$ cat config.mk
export PLATFORM = sky130hd
export DESIGN_NAME = lidar_packet_deframer
export DESIGN_NICKNAME = d
export VERILOG_FILES = /design/src/lpd_pkg.sv /design/src/lidar_packet_deframer.sv
export SDC_FILE = /design/constraint.sdc
export NUM_CORES = 1
export LEC_CHECK = 0
export BUFFER_PORTS_ARGS = -buffer_cell sky130_fd_sc_hd__buf_4
export CORE_UTILIZATION = 53
export CTS_BUF_LIST = sky130_fd_sc_hd__clkbuf_16
export CTS_CLUSTER_DIAMETER = 80
export DETAILED_ROUTE_END_ITERATION = 8
export GPL_TIMING_DRIVEN = 0
export PLACE_DENSITY = 0.8
export SYNTH_ARGS = -nofsm -noshare
export SYNTH_HDL_FRONTEND = slang
export SYNTH_SLANG_ARGS = --single-unit
$ cat constraint.sdc
create_clock -name clk -period 8.6 [get_ports clk]
set_input_delay 0 -clock clk [delete_from_list [all_inputs] [get_ports clk]]
set_output_delay 0 -clock clk [all_outputs]
set_load 0.02 [all_outputs]
$ cat src/lpd_pkg.sv
// shared constants and crc helper for the lidar packet deframer
package lpd_pkg;

  localparam int POINTS_DEFAULT = 12;
  localparam logic [7:0] HDR_A = 8'h54;
  localparam logic [7:0] HDR_B = 8'h2C;
  localparam logic [7:0] CRC_POLY = 8'h4D;
  localparam int FULL_TURN = 36000;
  localparam int DEG_PER_TURN = 360;

  // one byte through the msb-first crc-8
  function automatic logic [7:0] crc_next(input logic [7:0] crc, input logic [7:0] b);
    logic [7:0] c;
    c = crc ^ b;
    for (int k = 0; k < 8; k++) begin
      c = c[7] ? ((c << 1) ^ CRC_POLY) : (c << 1);
    end
    return c;
  endfunction

endpackage

$ cat src/lidar_packet_deframer.sv
// lidar packet deframer: header hunt, crc check, point expansion
//
// Usage: received bytes enter on in_valid/in_ready/in_rx_byte, one request per
// byte. The block hunts for the pair 0x54 0x2C, stores one packet of
// 3*POINTS_PER_PACKET+11 bytes in a packet memory and runs the crc-8 on the fly.
// A byte that completes no packet gives no result.
// A completed packet with a good crc gives POINTS_PER_PACKET point results on
// out_valid/out_ready; a bad crc gives one result with out_kind set, then the
// stored bytes after the header are replayed through the hunter from memory.
// Expansion: a good packet reads its six field bytes (speed, start and end
// angle) and divides the span by POINTS_PER_PACKET-1 with a reciprocal
// multiply; each point then fetches its three bytes from memory and is emitted.
// A bad packet loads its error request once the output register is free, then
// replays PKT_LEN-2 bytes, one per cycle through the single memory read port.
// in_ready is low unless the block is idle. A stalled receiver
// holds the output register; expansion waits on it, replay does not.
// Reset clears the hunter, counters and output valid; the packet memory is
// not cleared, since only bytes written for the current packet are read.
module lidar_packet_deframer #(
  parameter int POINTS_PER_PACKET = lpd_pkg::POINTS_DEFAULT
) (
  input  logic               clk,
  input  logic               rst_n,
  input  logic               in_valid,
  output logic               in_ready,
  input  logic [7:0]         in_rx_byte,
  output logic               out_valid,
  input  logic               out_ready,
  output logic               out_kind,
  output logic [15:0]        out_rotor_speed,
  output logic [3:0]         out_point_index,
  output logic [15:0]        out_distance,
  output logic [7:0]         out_confidence,
  output logic signed [17:0] out_angle_centideg,
  output logic [3:0]         out_angle_elevenths,
  output logic               out_last_point
);

  localparam int PKT_LEN = 3 * POINTS_PER_PACKET + 11;
  localparam int AW = $clog2(PKT_LEN);
  localparam int PW = $clog2(PKT_LEN + 1);
  localparam int DIV = POINTS_PER_PACKET - 1;
  localparam int RW = $clog2(POINTS_PER_PACKET);
  localparam int IW = $clog2(POINTS_PER_PACKET);
  localparam int OFFSET = lpd_pkg::FULL_TURN * DIV;
  localparam int UW = $clog2(65536 + OFFSET);
  localparam int SH = UW + $clog2(DIV);
  localparam int MW = UW + 1;
  localparam longint RECIP = ((longint'(1) << SH) + DIV - 1) / DIV;
  localparam logic [MW-1:0] RECIP_W = MW'(RECIP);
  localparam logic [UW-1:0] DIV_Q = UW'(DIV);
  localparam int SW = $clog2(UW + 8);
  localparam int QW = 19;
  localparam logic [7:0] CRC_HDR =
    lpd_pkg::crc_next(lpd_pkg::crc_next(8'h00, lpd_pkg::HDR_A), lpd_pkg::HDR_B);
  localparam logic [AW-1:0] END_ADDR = AW'(6 + 3 * POINTS_PER_PACKET);
  localparam logic signed [QW-1:0] TURN = QW'(lpd_pkg::FULL_TURN);
  localparam logic [RW:0] DIV_W = (RW + 1)'(DIV);

  // read tags: which slot the returning memory byte fills
  localparam logic [3:0] TG_SPD_LO = 4'd0;
  localparam logic [3:0] TG_SPD_HI = 4'd1;
  localparam logic [3:0] TG_STA_LO = 4'd2;
  localparam logic [3:0] TG_STA_HI = 4'd3;
  localparam logic [3:0] TG_END_LO = 4'd4;
  localparam logic [3:0] TG_END_HI = 4'd5;
  localparam logic [3:0] TG_DST_LO = 4'd6;
  localparam logic [3:0] TG_DST_HI = 4'd7;
  localparam logic [3:0] TG_CONF   = 4'd8;

  typedef enum logic [2:0] {
    PH_SEARCH  = 3'b001,
    PH_SEEN    = 3'b010,
    PH_COLLECT = 3'b100
  } phase_t;

  typedef enum logic [6:0] {
    ST_IDLE   = 7'b0000001,
    ST_ERR    = 7'b0000010,
    ST_REPLAY = 7'b0000100,
    ST_HEAD   = 7'b0001000,
    ST_DIV    = 7'b0010000,
    ST_PFETCH = 7'b0100000,
    ST_PEMIT  = 7'b1000000
  } state_t;

  state_t state_r, state_nxt;
  phase_t phase_r, phase_nxt;
  logic [PW-1:0] cnt_r, cnt_nxt;
  logic [7:0] crc_r, crc_nxt;
  logic [PW-1:0] rp_r, rp_nxt;
  logic rp_v_r, rp_v_nxt;
  logic [SW-1:0] seq_r, seq_nxt;

  // packet memory
  logic [7:0] mem [PKT_LEN];
  logic mem_we;
  logic [AW-1:0] mem_waddr;
  logic [7:0] mem_wdata;
  logic mem_re;
  logic [AW-1:0] mem_raddr;
  logic [7:0] rdata_r;
  logic [3:0] tag_r, tag_nxt;
  logic tv_r;

  // captured packet fields
  logic [7:0] spd_lo_r, spd_hi_r, sta_lo_r, sta_hi_r, end_lo_r, end_hi_r;
  logic [7:0] dst_lo_r, dst_hi_r, conf_r;

  // divider and angle stepping
  logic [UW-1:0] dv_num_r, dv_num_nxt, dv_quo_r, dv_quo_nxt;
  logic [RW-1:0] dv_rem_r, dv_rem_nxt;
  logic signed [QW-1:0] sq_r, sq_nxt, q_r, q_nxt;
  logic [RW-1:0] sr_r, sr_nxt, r_r, r_nxt;
  logic [IW-1:0] i_r, i_nxt;
  logic [AW-1:0] base_r, base_nxt;

  // output register
  logic out_valid_r, out_valid_nxt, out_load, out_err, out_free;
  logic out_kind_r, out_last_r;
  logic [15:0] out_speed_r, out_dist_r;
  logic [3:0] out_idx_r, out_elev_r;
  logic [7:0] out_conf_r;
  logic signed [17:0] out_angle_r;

  // absorb inputs and results
  logic ab_en;
  logic [7:0] ab_byte;
  logic ab_done, ab_ok;

  // span and division helpers
  logic signed [17:0] diff, span;
  logic signed [UW:0] u_s;
  logic [UW+MW-1:0] dv_prod;
  logic [UW-1:0] dv_back;
  logic [RW:0] r_sum;
  logic r_carry;
  logic wrap;

  assign out_free = !out_valid_r || out_ready;
  assign in_ready = (state_r == ST_IDLE);

  // byte source for the hunter: the input or a replayed memory byte
  always_comb begin
    ab_en = 1'b0;
    ab_byte = in_rx_byte;
    if (state_r == ST_IDLE) begin
      ab_en = in_valid;
    end else if (state_r == ST_REPLAY) begin
      ab_en = rp_v_r;
      ab_byte = rdata_r;
    end
  end

  // header hunter and packet collector
  always_comb begin
    phase_nxt = phase_r;
    cnt_nxt = cnt_r;
    crc_nxt = crc_r;
    mem_we = 1'b0;
    mem_waddr = cnt_r[AW-1:0];
    mem_wdata = ab_byte;
    ab_done = 1'b0;
    ab_ok = 1'b0;
    if (ab_en) begin
      unique case (phase_r)
        PH_COLLECT: begin
          if (cnt_r >= PW'(PKT_LEN)) begin
            phase_nxt = PH_SEARCH;
            cnt_nxt = '0;
          end else begin
            mem_we = 1'b1;
            if (cnt_r < PW'(PKT_LEN - 1)) begin
              crc_nxt = lpd_pkg::crc_next(crc_r, ab_byte);
              cnt_nxt = cnt_r + PW'(1);
            end else begin
              phase_nxt = PH_SEARCH;
              cnt_nxt = '0;
              ab_done = 1'b1;
              ab_ok = (crc_r == ab_byte);
            end
          end
        end
        PH_SEEN: begin
          if (ab_byte == lpd_pkg::HDR_B) begin
            cnt_nxt = PW'(2);
            crc_nxt = CRC_HDR;
            phase_nxt = PH_COLLECT;
          end else if (ab_byte != lpd_pkg::HDR_A) begin
            phase_nxt = PH_SEARCH;
          end
        end
        default: begin
          phase_nxt = (ab_byte == lpd_pkg::HDR_A) ? PH_SEEN : PH_SEARCH;
        end
      endcase
    end
  end

  // span, offset numerator and reciprocal divide
  always_comb begin
    diff = $signed({2'b00, end_hi_r, end_lo_r}) - $signed({2'b00, sta_hi_r, sta_lo_r});
    span = (diff > 18'sd0) ? diff : diff + 18'(lpd_pkg::FULL_TURN);
    u_s = (UW + 1)'(span) + (UW + 1)'(OFFSET);
    dv_prod = dv_num_r * RECIP_W;
    dv_back = UW'(dv_quo_r * DIV_Q);
    r_sum = {1'b0, r_r} + {1'b0, sr_r};
    r_carry = (r_sum >= DIV_W);
    wrap = (q_r > TURN) || ((q_r == TURN) && (r_r != '0));
  end

  // sequencer
  always_comb begin
    state_nxt = state_r;
    rp_nxt = rp_r;
    rp_v_nxt = 1'b0;
    seq_nxt = seq_r;
    mem_re = 1'b0;
    mem_raddr = '0;
    tag_nxt = TG_SPD_LO;
    dv_num_nxt = dv_num_r;
    dv_quo_nxt = dv_quo_r;
    dv_rem_nxt = dv_rem_r;
    sq_nxt = sq_r;
    sr_nxt = sr_r;
    q_nxt = q_r;
    r_nxt = r_r;
    i_nxt = i_r;
    base_nxt = base_r;
    out_load = 1'b0;
    out_err = 1'b0;
    unique case (state_r)
      ST_IDLE: begin
        if (ab_done) begin
          state_nxt = ab_ok ? ST_HEAD : ST_ERR;
          seq_nxt = '0;
        end
      end
      ST_ERR: begin
        if (out_free) begin
          out_load = 1'b1;
          out_err = 1'b1;
          state_nxt = ST_REPLAY;
          rp_nxt = PW'(2);
        end
      end
      ST_REPLAY: begin
        if (rp_r < PW'(PKT_LEN)) begin
          mem_re = 1'b1;
          mem_raddr = rp_r[AW-1:0];
          rp_v_nxt = 1'b1;
          rp_nxt = rp_r + PW'(1);
        end else if (!rp_v_r) begin
          rp_nxt = '0;
          state_nxt = ST_IDLE;
        end
      end
      ST_HEAD: begin
        seq_nxt = seq_r + SW'(1);
        case (seq_r)
          SW'(0): begin mem_re = 1'b1; mem_raddr = AW'(2); tag_nxt = TG_SPD_LO; end
          SW'(1): begin mem_re = 1'b1; mem_raddr = AW'(3); tag_nxt = TG_SPD_HI; end
          SW'(2): begin mem_re = 1'b1; mem_raddr = AW'(4); tag_nxt = TG_STA_LO; end
          SW'(3): begin mem_re = 1'b1; mem_raddr = AW'(5); tag_nxt = TG_STA_HI; end
          SW'(4): begin mem_re = 1'b1; mem_raddr = END_ADDR; tag_nxt = TG_END_LO; end
          SW'(5): begin
            mem_re = 1'b1;
            mem_raddr = END_ADDR + AW'(1);
            tag_nxt = TG_END_HI;
          end
          SW'(7): begin
            dv_num_nxt = u_s[UW-1:0];
            seq_nxt = '0;
            state_nxt = ST_DIV;
          end
          default: ;
        endcase
      end
      ST_DIV: begin
        // quotient by reciprocal multiply, then remainder by multiply back
        seq_nxt = seq_r + SW'(1);
        if (seq_r == '0) begin
          dv_quo_nxt = UW'(dv_prod >> SH);
        end else begin
          dv_rem_nxt = RW'(dv_num_r - dv_back);
          seq_nxt = '0;
          state_nxt = ST_PFETCH;
        end
      end
      ST_PFETCH: begin
        // the first fetch of the first point also settles the per-step quotient and remainder
        if (seq_r == '0 && i_r == '0) begin
          sq_nxt = QW'($signed({1'b0, dv_quo_r})) - TURN;
          sr_nxt = dv_rem_r;
          q_nxt = QW'($signed({1'b0, sta_hi_r, sta_lo_r}));
          r_nxt = '0;
        end
        seq_nxt = seq_r + SW'(1);
        case (seq_r)
          SW'(0): begin mem_re = 1'b1; mem_raddr = base_r; tag_nxt = TG_DST_LO; end
          SW'(1): begin
            mem_re = 1'b1;
            mem_raddr = base_r + AW'(1);
            tag_nxt = TG_DST_HI;
          end
          SW'(2): begin
            mem_re = 1'b1;
            mem_raddr = base_r + AW'(2);
            tag_nxt = TG_CONF;
          end
          default: state_nxt = ST_PEMIT;
        endcase
      end
      ST_PEMIT: begin
        if (out_free) begin
          out_load = 1'b1;
          r_nxt = r_carry ? RW'(r_sum - DIV_W) : r_sum[RW-1:0];
          q_nxt = q_r + sq_r + QW'(r_carry);
          seq_nxt = '0;
          if (i_r == IW'(POINTS_PER_PACKET - 1)) begin
            i_nxt = '0;
            base_nxt = AW'(6);
            state_nxt = ST_IDLE;
          end else begin
            i_nxt = i_r + IW'(1);
            base_nxt = base_r + AW'(3);
            state_nxt = ST_PFETCH;
          end
        end
      end
      default: state_nxt = ST_IDLE;
    endcase
  end

  // control registers
  always_ff @(posedge clk) begin
    if (!rst_n) begin
      state_r <= ST_IDLE;
      phase_r <= PH_SEARCH;
      cnt_r <= '0;
      crc_r <= '0;
      rp_r <= '0;
      rp_v_r <= 1'b0;
      seq_r <= '0;
      tv_r <= 1'b0;
      i_r <= '0;
      base_r <= AW'(6);
      out_valid_r <= 1'b0;
    end else begin
      state_r <= state_nxt;
      phase_r <= phase_nxt;
      cnt_r <= cnt_nxt;
      crc_r <= crc_nxt;
      rp_r <= rp_nxt;
      rp_v_r <= rp_v_nxt;
      seq_r <= seq_nxt;
      tv_r <= mem_re && (state_r != ST_REPLAY);
      i_r <= i_nxt;
      base_r <= base_nxt;
      out_valid_r <= out_valid_nxt;
    end
  end

  always_comb begin
    out_valid_nxt = out_valid_r;
    if (out_load) begin
      out_valid_nxt = 1'b1;
    end else if (out_ready) begin
      out_valid_nxt = 1'b0;
    end
  end

  // packet memory write and registered read
  always_ff @(posedge clk) begin
    if (mem_we) begin
      mem[mem_waddr] <= mem_wdata;
    end
  end

  always_ff @(posedge clk) begin
    if (mem_re) begin
      rdata_r <= mem[mem_raddr];
    end
    tag_r <= tag_nxt;
  end

  // capture returning bytes into field slots
  always_ff @(posedge clk) begin
    if (tv_r) begin
      case (tag_r)
        TG_SPD_LO: spd_lo_r <= rdata_r;
        TG_SPD_HI: spd_hi_r <= rdata_r;
        TG_STA_LO: sta_lo_r <= rdata_r;
        TG_STA_HI: sta_hi_r <= rdata_r;
        TG_END_LO: end_lo_r <= rdata_r;
        TG_END_HI: end_hi_r <= rdata_r;
        TG_DST_LO: dst_lo_r <= rdata_r;
        TG_DST_HI: dst_hi_r <= rdata_r;
        TG_CONF:   conf_r <= rdata_r;
        default: ;
      endcase
    end
  end

  // datapath registers
  always_ff @(posedge clk) begin
    dv_num_r <= dv_num_nxt;
    dv_quo_r <= dv_quo_nxt;
    dv_rem_r <= dv_rem_nxt;
    sq_r <= sq_nxt;
    sr_r <= sr_nxt;
    q_r <= q_nxt;
    r_r <= r_nxt;
  end

  // output register load
  always_ff @(posedge clk) begin
    if (out_load) begin
      out_kind_r <= out_err;
      out_last_r <= out_err || (i_r == IW'(POINTS_PER_PACKET - 1));
      if (out_err) begin
        out_speed_r <= '0;
        out_idx_r <= '0;
        out_dist_r <= '0;
        out_conf_r <= '0;
        out_angle_r <= '0;
        out_elev_r <= '0;
      end else begin
        out_speed_r <= {spd_hi_r, spd_lo_r};
        out_idx_r <= 4'(i_r);
        out_dist_r <= {dst_hi_r, dst_lo_r};
        out_conf_r <= conf_r;
        out_angle_r <= wrap ? 18'(q_r - TURN) : 18'(q_r);
        out_elev_r <= 4'(r_r);
      end
    end
  end

  assign out_valid = out_valid_r;
  assign out_kind = out_kind_r;
  assign out_rotor_speed = out_speed_r;
  assign out_point_index = out_idx_r;
  assign out_distance = out_dist_r;
  assign out_confidence = out_conf_r;
  assign out_angle_centideg = out_angle_r;
  assign out_angle_elevenths = out_elev_r;
  assign out_last_point = out_last_r;

  // checks
  a_cnt_range: assert property (@(posedge clk) disable iff (!rst_n)
    cnt_r < PW'(PKT_LEN)) else $error("byte count out of range");

  a_replay_no_done: assert property (@(posedge clk) disable iff (!rst_n)
    (state_r == ST_REPLAY) |-> !ab_done) else $error("replay completed a packet");

  a_collect_cnt: assert property (@(posedge clk) disable iff (!rst_n)
    (phase_r == PH_COLLECT) |-> (cnt_r >= PW'(2))) else $error("collect below header");

  a_err_last: assert property (@(posedge clk) disable iff (!rst_n)
    (out_valid_r && out_kind_r) |-> out_last_r) else $error("error request not last");

endmodule
---- Word level (Yosys, flattened, before mapping) ----
Memories as Yosys holds them, arrays and structs flattened. A register that Yosys moved wholly into a read port is not among the register bits.
Cells that the tools add are included.
storage, ports and cells
  output and inout port bits .............. 70
  memory bits (writable) .................. 376
  register bits ........................... 277
  memories kept ........................... 1
  input bits .............................. 12
  logic and storage cells ................. 244
cells by class
  $lt $le $gt $ge ......................... 6
  multiplexer cells ....................... 86
  $mul .................................... 2
  eq/ne operators ......................... 45
  add/subtract/negate cells ............... 17
  reduce and logical (&&, ||, !) cells .... 41
  bitwise logic cells ..................... 10
memories
  memory  words  bits a word  rd ports  clocked after Yosys merged registers in  write ports  RTL line                     source
  mem     47     8            1         1                                        1            lidar_packet_deframer.sv:96  logic [7:0] mem [PKT_LEN];
operators by type and width
  operator                                                                            number
  7-bit two-way mux                                                                   16
  6-bit two-way mux                                                                   9
  7-bit one-hot mux with 7 select lines                                               1
  8-bit two-way mux                                                                   5
  19-bit by 20-bit multiplier with 39-bit output (second input constant)              1
  19-bit two-way mux                                                                  2
  19-bit one-hot mux with 2 select lines                                              1
  18-bit two-way mux                                                                  2
  6-bit one-hot mux with 3 select lines                                               2
  6-bit one-hot mux with 6 select lines                                               1
  4-bit inverter                                                                      8
  2-bit AND reduction                                                                 15
  5-bit one-hot mux with 5 select lines                                               1
  6-bit one-hot mux with 2 select lines                                               2
  1-bit two-way mux                                                                   23
  2-bit inequality test (second input constant)                                       11
  4-bit two-way mux                                                                   5
  5-bit two-way mux                                                                   4
  18-bit by 18-bit adder with 19-bit output (second input constant)                   1
  19-bit by 1-bit adder with 19-bit output                                            1
  19-bit adder                                                                        1
  19-bit by 17-bit equality test with 1-bit output (second input constant)            1
  19-bit by 17-bit greater-than comparator with 1-bit output (second input constant)  1
  17-bit by 17-bit adder with 18-bit output (second input constant)                   1
  63 further kinds                                                                    92

---- Logic depth before layout (Yosys ltp) ----
Gate-level depths: netlist of run 1.
  depth in word-level cells ............... 23
  depth in mapped cells ................... 25
  depth with buffers taken out ............ 25

---- Worst setup path after synthesis of run 1 ----
Ideal clock, no wire load.
  path type ............................... register to register
  start ................................... reg dv_num_r[13]
  end ..................................... reg dv_quo_r[15], data pin
  stages on the path, launching flop included .. 22
  slack ................................... 2.368 ns
  arrival ................................. 5.972 ns
  setup time .............................. 0.260 ns
  period minus slack after synthesis ...... 6.232 ns
  required time ........................... 8.340 ns
  path through ............................ edfxtp_1 -> fa_1 -> ha_1 -> fa_1 -> fa_1 -> fa_1 -> inv_1 -> fa_1 -> inv_1 -> ha_1 -> a21o_1 -> a21o_1 -> a21o_1 -> a21o_1 -> a211oi_1 -> o21ai_0 -> and3_1 -> o41a_1 -> a211oi_1 -> o31ai_1 -> a21oi_1 -> xnor2_1
on the way
  word-level cells in the longest chain between the ends .. 1
RTL lines
  what                                            RTL line                      source
  start: declaration                              lidar_packet_deframer.sv:111  logic [UW-1:0] dv_num_r, dv_num_nxt, dv_quo_r, dv_quo_nxt;
  start signal: assignment                        lidar_packet_deframer.sv:407  dv_num_r <= dv_num_nxt;
  19-bit by 20-bit multiplier with 39-bit output  lidar_packet_deframer.sv:205  dv_prod = dv_num_r * RECIP_W;
  net dv_prod[38]                                 lidar_packet_deframer.sv:134  logic [UW+MW-1:0] dv_prod;
  end signal: assignment                          lidar_packet_deframer.sv:408  dv_quo_r <= dv_quo_nxt;
  end: declaration                                lidar_packet_deframer.sv:111
The timed path passes the listed nets, and every way through them passes these cells.
A chain may end at the register's enable or synchronous reset.

---- Worst setup path in the final report of run 1 ----
Ends and elaborated chain as after synthesis.

==> results.toml, run 1 <==
[status]
status = "finished, final reports clean"

[drt]
dr.pass1.iters = 5
wirelength_um = 82200
vias_per_cell = 5.90
drc_errors = 0
first_iter_violations = 2358
drtAntennaViolNets = 0
vias = 23200
wl_per_cell_um = 20.9

[place]
dp_cells = 3814
hpwl_um = 58000
globalplace.congestion = 0.949
post-place-ws_ps = 1620
portBuffers = 80

[yosys]
synth.top_cell.area_share = 0.525
synth_cells = 2872
yosys_warnings = 0
syn_nets = 3210
yosysTopAreaCell = "edfxtp_1"
ys_top_cells_by_area = "edfxtp_1 53%, ha_1 7.5%, fa_1 6.8%"
synth-seq-cells = 659
synth_edf_count = 607
async_flop_share = 0
seq_area_frac_synth = 0.555
synth_flop_cell = "edfxtp_1"
syn_avg_cell_area_um2 = 12.1
syn_area_um2 = 34700
synthDistinctLibCells = 77

[die]
die_h_um = 258
chipWidth_um = 258
dieArea_um2 = 66500
initial_core_util = 0.537
core_um2 = 64600
rows = 93
boundaryPins = 82

[clock_network]
cts_tree = "done"
cts_max_level = 2
cts_buffers = 60
cts_buffer_depth = 3
cts_resized = 0
clkTransAtPathRegs_ps = 70
clk-insertion-delay-late_ps = 640
clk_root_buffer_cell = "clkbuf_16"
cts_sinks = 659

[min_path]
hold_path.class = "primary input to flip-flop"
hp-start = "in_rx_byte[0]"
hold_end = "phase_r[1]"
whs_path_depth = 6

[worst_setup_path]
crit_top_cell = "fa_1"
rr_startpoint = "dv_num_r[13]"
rr_endpoint = "dv_quo_r[15]"
r2r_cells = 23
r2r_setup_slack_ps = 1560
end_kind = "flip-flop"
cp_slowest_cell = "edfxtp_1"
critical_path.max_stage_delay_ps = 650
criticalPathCategory = "flip-flop to flip-flop"
path_max_fanout = 6
setup.worst_path.start_class = "flip-flop"
cp.required_ps = 8940
path_cells = "ha_1 > inv_1 > fa_1 > inv_1 > fa_1 > fa_1 > fa_1 > inv_1 > fa_1 > inv_1 > ha_1 > a21o_1 > a21o_1 > a21o_1 > a21o_1 > a211oi_1 > o21ai_0 > and3_1 > o41a_1 > a211oi_1 > o31ai_1 > a21oi_1 > xnor2_1"
cp.arrival_ps = 7380

[cells_and_area]
multiInputGateArea_um2 = 14100
area_growth_pct = 10.9
drive_gt1_frac = 0.0684
fin_util = 0.596
fill_cells = 4927
fin_nets = 3362
ff_latch_area_um2 = 19300
final_cells = 3926
antenna_cells = 0

[sta]
rsz0062_at_grt = "false"
clock_skew_ps = 42.8
slew_violations = 0
setup_viol = 0
worst_slack_ps = 1560
timing.setup.tns_ps = 0
period_needed_ps = 7040
hold_violations = 0
max_slew.worst_pin.slew_ps = 1320
max_slew_margin = 0.113
fmax_ghz = 0.142
fin_crit_sh = 0.819

[pwr]
power_uw = 6280
power.density_nw_per_um2 = 163
p_leak_uw = 0.0146
ir_drop_uv = 199

[grt]
grt_first_pass_wirelength_um = 126000
grt_max_degree = 51
antenna_found_initial = 0
overflow = 0
grt.total_usage = 0.246
grt_pass1_vias = 22600

[job]
cap_viol_max_count = 0
cells in the mapped netlist, types with 12 or more instances:
master	number
a31oi_1	41
a211oi_1	113
o21ai_0	82
and3_1	16
edfxtp_1	607
buf_1	13
o211ai_1	24
a21oi_1	89
nor2b_1	14
fa_1	118
ha_1	208
inv_1	253
nand2b_1	17
nand2_1	299
dfxtp_1	52
mux2i_1	18
xnor2_1	80
nor3_1	42
o21a_1	12
nand4_1	13
and2_1	142
nand3_1	30
xor2_1	51
a21o_1	29
a311oi_1	56
nor2_1	187
clkbuf_1	99
metal layers:
layer,global-route usage,vias up,part of all wire
li1,-,10700,-
met1,0.325,11200,0.40
met2,0.413,1068,0.48
met3,0.0331,218,0.078
met4,0.0973,0,0.041
met5,0,-,0
cell usage in the layout, fill, tap and decap left out, drive strengths merged, types with 12 or more instances in the layout:
cell type,count
xor2,51
nor3,42
ha,208
nor2,187
nand2b,17
dfxtp,52
o21ai,89
and3,16
inv,270
clkinv,24
o21a,12
a311oi,56
a211oi,113
nand4,13
a21o,29
mux2i,18
nand3,30
and2,143
nor2b,15
fa,118
xnor2,80
edfxtp,607
clkbuf,159
a21oi,89
a31oi,42
o211ai,25
nand2,299
buf,103
state kept, by name, summed over array words and instances (netlist names), 16 cells and up:
register and cells:
q_r 19, out_distance 16, mem 376, out_angle_centideg 18, dv_num_r 19, sq_r 17
out_rotor_speed 16, dv_quo_r 16
final cells by class:
cell class | count | area share
inverters | 254 | 0.0248
repair buffers | 90 | 0.0197
flip-flops and latches | 659 | 0.501
well taps | 855 | 0.0278
clock buffers | 60 | 0.0390
plain buffers | 114 | 0.0112
clock inverters | 49 | 0.0113
multi-input cells | 1845 | 0.366
per-stage QoR:
step | cell area (um^2) | hold WS, ps
detailed placement | 36500 | 405
CTS | 38500 | 26.1
global placement | 36400 | 403
global route | 38500 | 80.2
floorplan | 34700 | 295
finish | 38500 | 46.7
repair_timing:
| action | in CTS | in global routing |
|---|---|---|
| endpoints found under the hold margin | 8 | 0 |
| setup buffers | 0 | 0 |
| hold buffers | 2 | 0 |
how the worst max path moves through the flow:
stage                      start      endpoint  slack, ps
finish              dv_num_r[13]  dv_quo_r[15]       1560
global route        dv_num_r[13]  dv_quo_r[15]       1200
CTS                 dv_num_r[13]  dv_quo_r[15]       1590
detailed placement  dv_num_r[13]  dv_quo_r[15]       1620
global placement    dv_num_r[13]  dv_quo_r[15]       1760
floorplan           dv_num_r[13]  dv_quo_r[15]       2370
worst max-delay path: cells and delay by family (launching register included):
family / cells / cell delay (ps)
DFF: 1 / 650
and+or+nand+nor: 1 / 240
AOI/OAI and AO/OA: 10 / 2240
buffers and inverters: 4 / 260
adders and majority gates: 7 / 3270
xor gates and xnor gates: 1 / 100
cells by family after synthesis:
group | after synthesis | share of synthesized area
compound gates | 546 | 0.110
xor+xnor | 131 | 0.0331
fa+ha+maj | 326 | 0.143
buf+inv | 368 | 0.0399
flops | 659 | 0.555
mux | 21 | 0.00617
other cells | 1 | 0.000108
simple gates | 820 | 0.113
where the power goes:
group / internal, uW / switching (uW)
clock: 1450 / 1190
combinational: 44.7 / 103
sequential: 3480 / 4.92
(Power assumes the default switching activity.)
==> run 2: changes to the inputs <==
Settings changed: PLACE_DENSITY 0.8 to 0.83.
Clock period 8.6 ns to 6 ns, I/O delays scaled along.
==> results.toml, run 2 (synthesis results as in run 1) <==
[clock_network]
cts_buffer_depth = 3
cts_buffers = 59
clk_root_buffer_cell = "clkbuf_16"
clk-insertion-delay-late_ps = 630
cts_sinks = 659
cts_tree = "done"
cts_max_level = 2
clkTransAtPathRegs_ps = 70

[place]
globalplace.congestion = 0.968
hpwl_um = 56900
dp_cells = 3812
post-place-ws_ps = -834
portBuffers = 80

[sta]
timing.setup.tns_ps = -2740
hold_ws_ps = 58.3
max_slew.worst_pin.slew_ps = 1440
slew_violations = 0
max_slew_margin = 0.0407
setup_viol = 8
clock_skew_ps = 37.7
rsz0062_at_grt = "true"
fmax_ghz = 0.156
worst_slack_ps = -426
period_needed_ps = 6430
fin_crit_sh = 1.07
hold_violations = 0

[status]
violations = "setup timing"
status = "complete, but fails checks"

[cells_and_area]
drive_gt1_frac = 0.103
area_growth_pct = 12.5
antenna_cells = 0
final_cells = 3983
fin_nets = 3418
mostFrequentLayoutCells = "607 x edfxtp_1, 299 x nand2_1, 243 x inv_1"
largest_reg_flops = 376
mostFrequentLayoutCell = "edfxtp_1"
regMostFlops = "mem"
top_regs = "mem: 376 flops, dv_num_r: 19 flops, q_r: 19 flops"

[die]
core_um2 = 64600
chipWidth_um = 258
dieArea_um2 = 66500
die_h_um = 258
boundaryPins = 82
rows = 93
initial_core_util = 0.537

[grt]
overflow = 0
grt_max_degree = 51
grt_first_pass_wirelength_um = 128000
antenna_found_initial = 0
grt.total_usage = 0.248
grt_pass1_vias = 23200

[min_path]
hold_end = "mem[26][0]"
whs_path_depth = 4
hp-start = "in_rx_byte[0]"
hold_path.class = "primary input to flip-flop"

[pwr]
p_leak_uw = 0.0148
power.density_nw_per_um2 = 225
power_uw = 8780
ir_drop_uv = 264

[worst_setup_path]
r2r_setup_slack_ps = -430
cp.arrival_ps = 6770
criticalPathCategory = "flip-flop to flip-flop"
end_kind = "flip-flop"
rr_startpoint = "dv_num_r[3]"
r2r_cells = 22
critical_path.max_stage_delay_ps = 580
rr_endpoint = "dv_quo_r[12]"
critical_path.top_delay_family = "adder cells"
cp_slowest_cell = "fa_1"
setup.worst_path.start_class = "flip-flop"
path_cells = "buf_6 > fa_1 > ha_2 > fa_1 > fa_1 > fa_1 > inv_2 > fa_2 > inv_2 > ha_4 > a21o_1 > a21o_1 > a21o_1 > a21o_1 > a211oi_2 > o21ai_2 > and3_4 > o41a_1 > buf_4 > a211o_1 > a21oi_2 > xnor2_1"
crit_buf_inv = 4
path_max_fanout = 4
cp.required_ps = 6350

[drt]
drc_errors = 0
first_iter_violations = 2765
dr.pass1.iters = 6
vias = 23800
drtAntennaViolNets = 0
wl_per_cell_um = 21.0
wirelength_um = 83800
vias_per_cell = 5.99

[job]
cap_viol_max_count = 0
run 2: where the power goes:
group / internal [uW] / total [uW] / switching [uW]
clock: 1900 / 3570 / 1680
sequential: 4990 / 5000 / 6.95
combinational: 63.0 / 209 / 146
total: 6950 / 8780 / 1830
run 2: per-stage QoR:
stage / instance area [um^2] / util
floorplan: 34700 / -
global placement: 36400 / 0.563
detailed placement: 36500 / 0.565
CTS: 38700 / 0.600
global route: 39000 / 0.604
finish: 39000 / 0.604
run 2: repair_timing:
action,4_1_cts,5_1_grt
hold buffers,3,0
endpoints found under the hold margin,13,0
setup endpoints to repair,10,12
pin swaps,27,53
resized for setup,24,40
buffers inserted,41,17
run 2: how the worst max path moves through the flow:
stage / from / to / slack, ps / cells past startpoint
6_report: dv_num_r[3] / dv_quo_r[12] / -430 / 22
3_3_place_gp: dv_num_r[8] / dv_quo_r[15] / -700 / 24
4_1_cts: dv_num_r[10] / dv_quo_r[15] / -380 / 23
3_5_place_dp: dv_num_r[8] / dv_quo_r[15] / -830 / 24
5_1_grt: dv_num_r[3] / dv_quo_r[15] / -530 / 22
2_1_floorplan: dv_num_r[1] / dv_quo_r[15] / 10 / 23
run 2: worst reg2reg max path: stages (launching register included):
cell	delay [ps]
edfxtp_1	540
buf_6	190
fa_1	470
ha_2	210
fa_1	510
fa_1	540
fa_1	580
inv_2	40
fa_2	520
inv_2	50
ha_4	150
a21o_1	170
a21o_1	210
a21o_1	180
a21o_1	180
a211oi_2	210
o21ai_2	100
and3_4	160
o41a_1	420
buf_4	170
a211o_1	300
a21oi_2	180
xnor2_1	80
run 2: final cells by class:
cell class,count,area [um^2]
Tap cell,855,1070
Buffer,114,430
Clock inverter,49,303
Multi-Input combinational cell,1845,14300
Fill cell,4722,25600
Inverter,254,956
Sequential cell,659,19300
Clock buffer,60,1500
Timing Repair Buffer,147,1180
run 2: layer usage:
layer	up-vias	global-route usage	wire (um)
met3	244	0.0379	8000
met1	11500	0.323	31600
met2	1351	0.417	40900
met5	-	0	0
li1	10800	-	-
met4	0	0.0973	3350
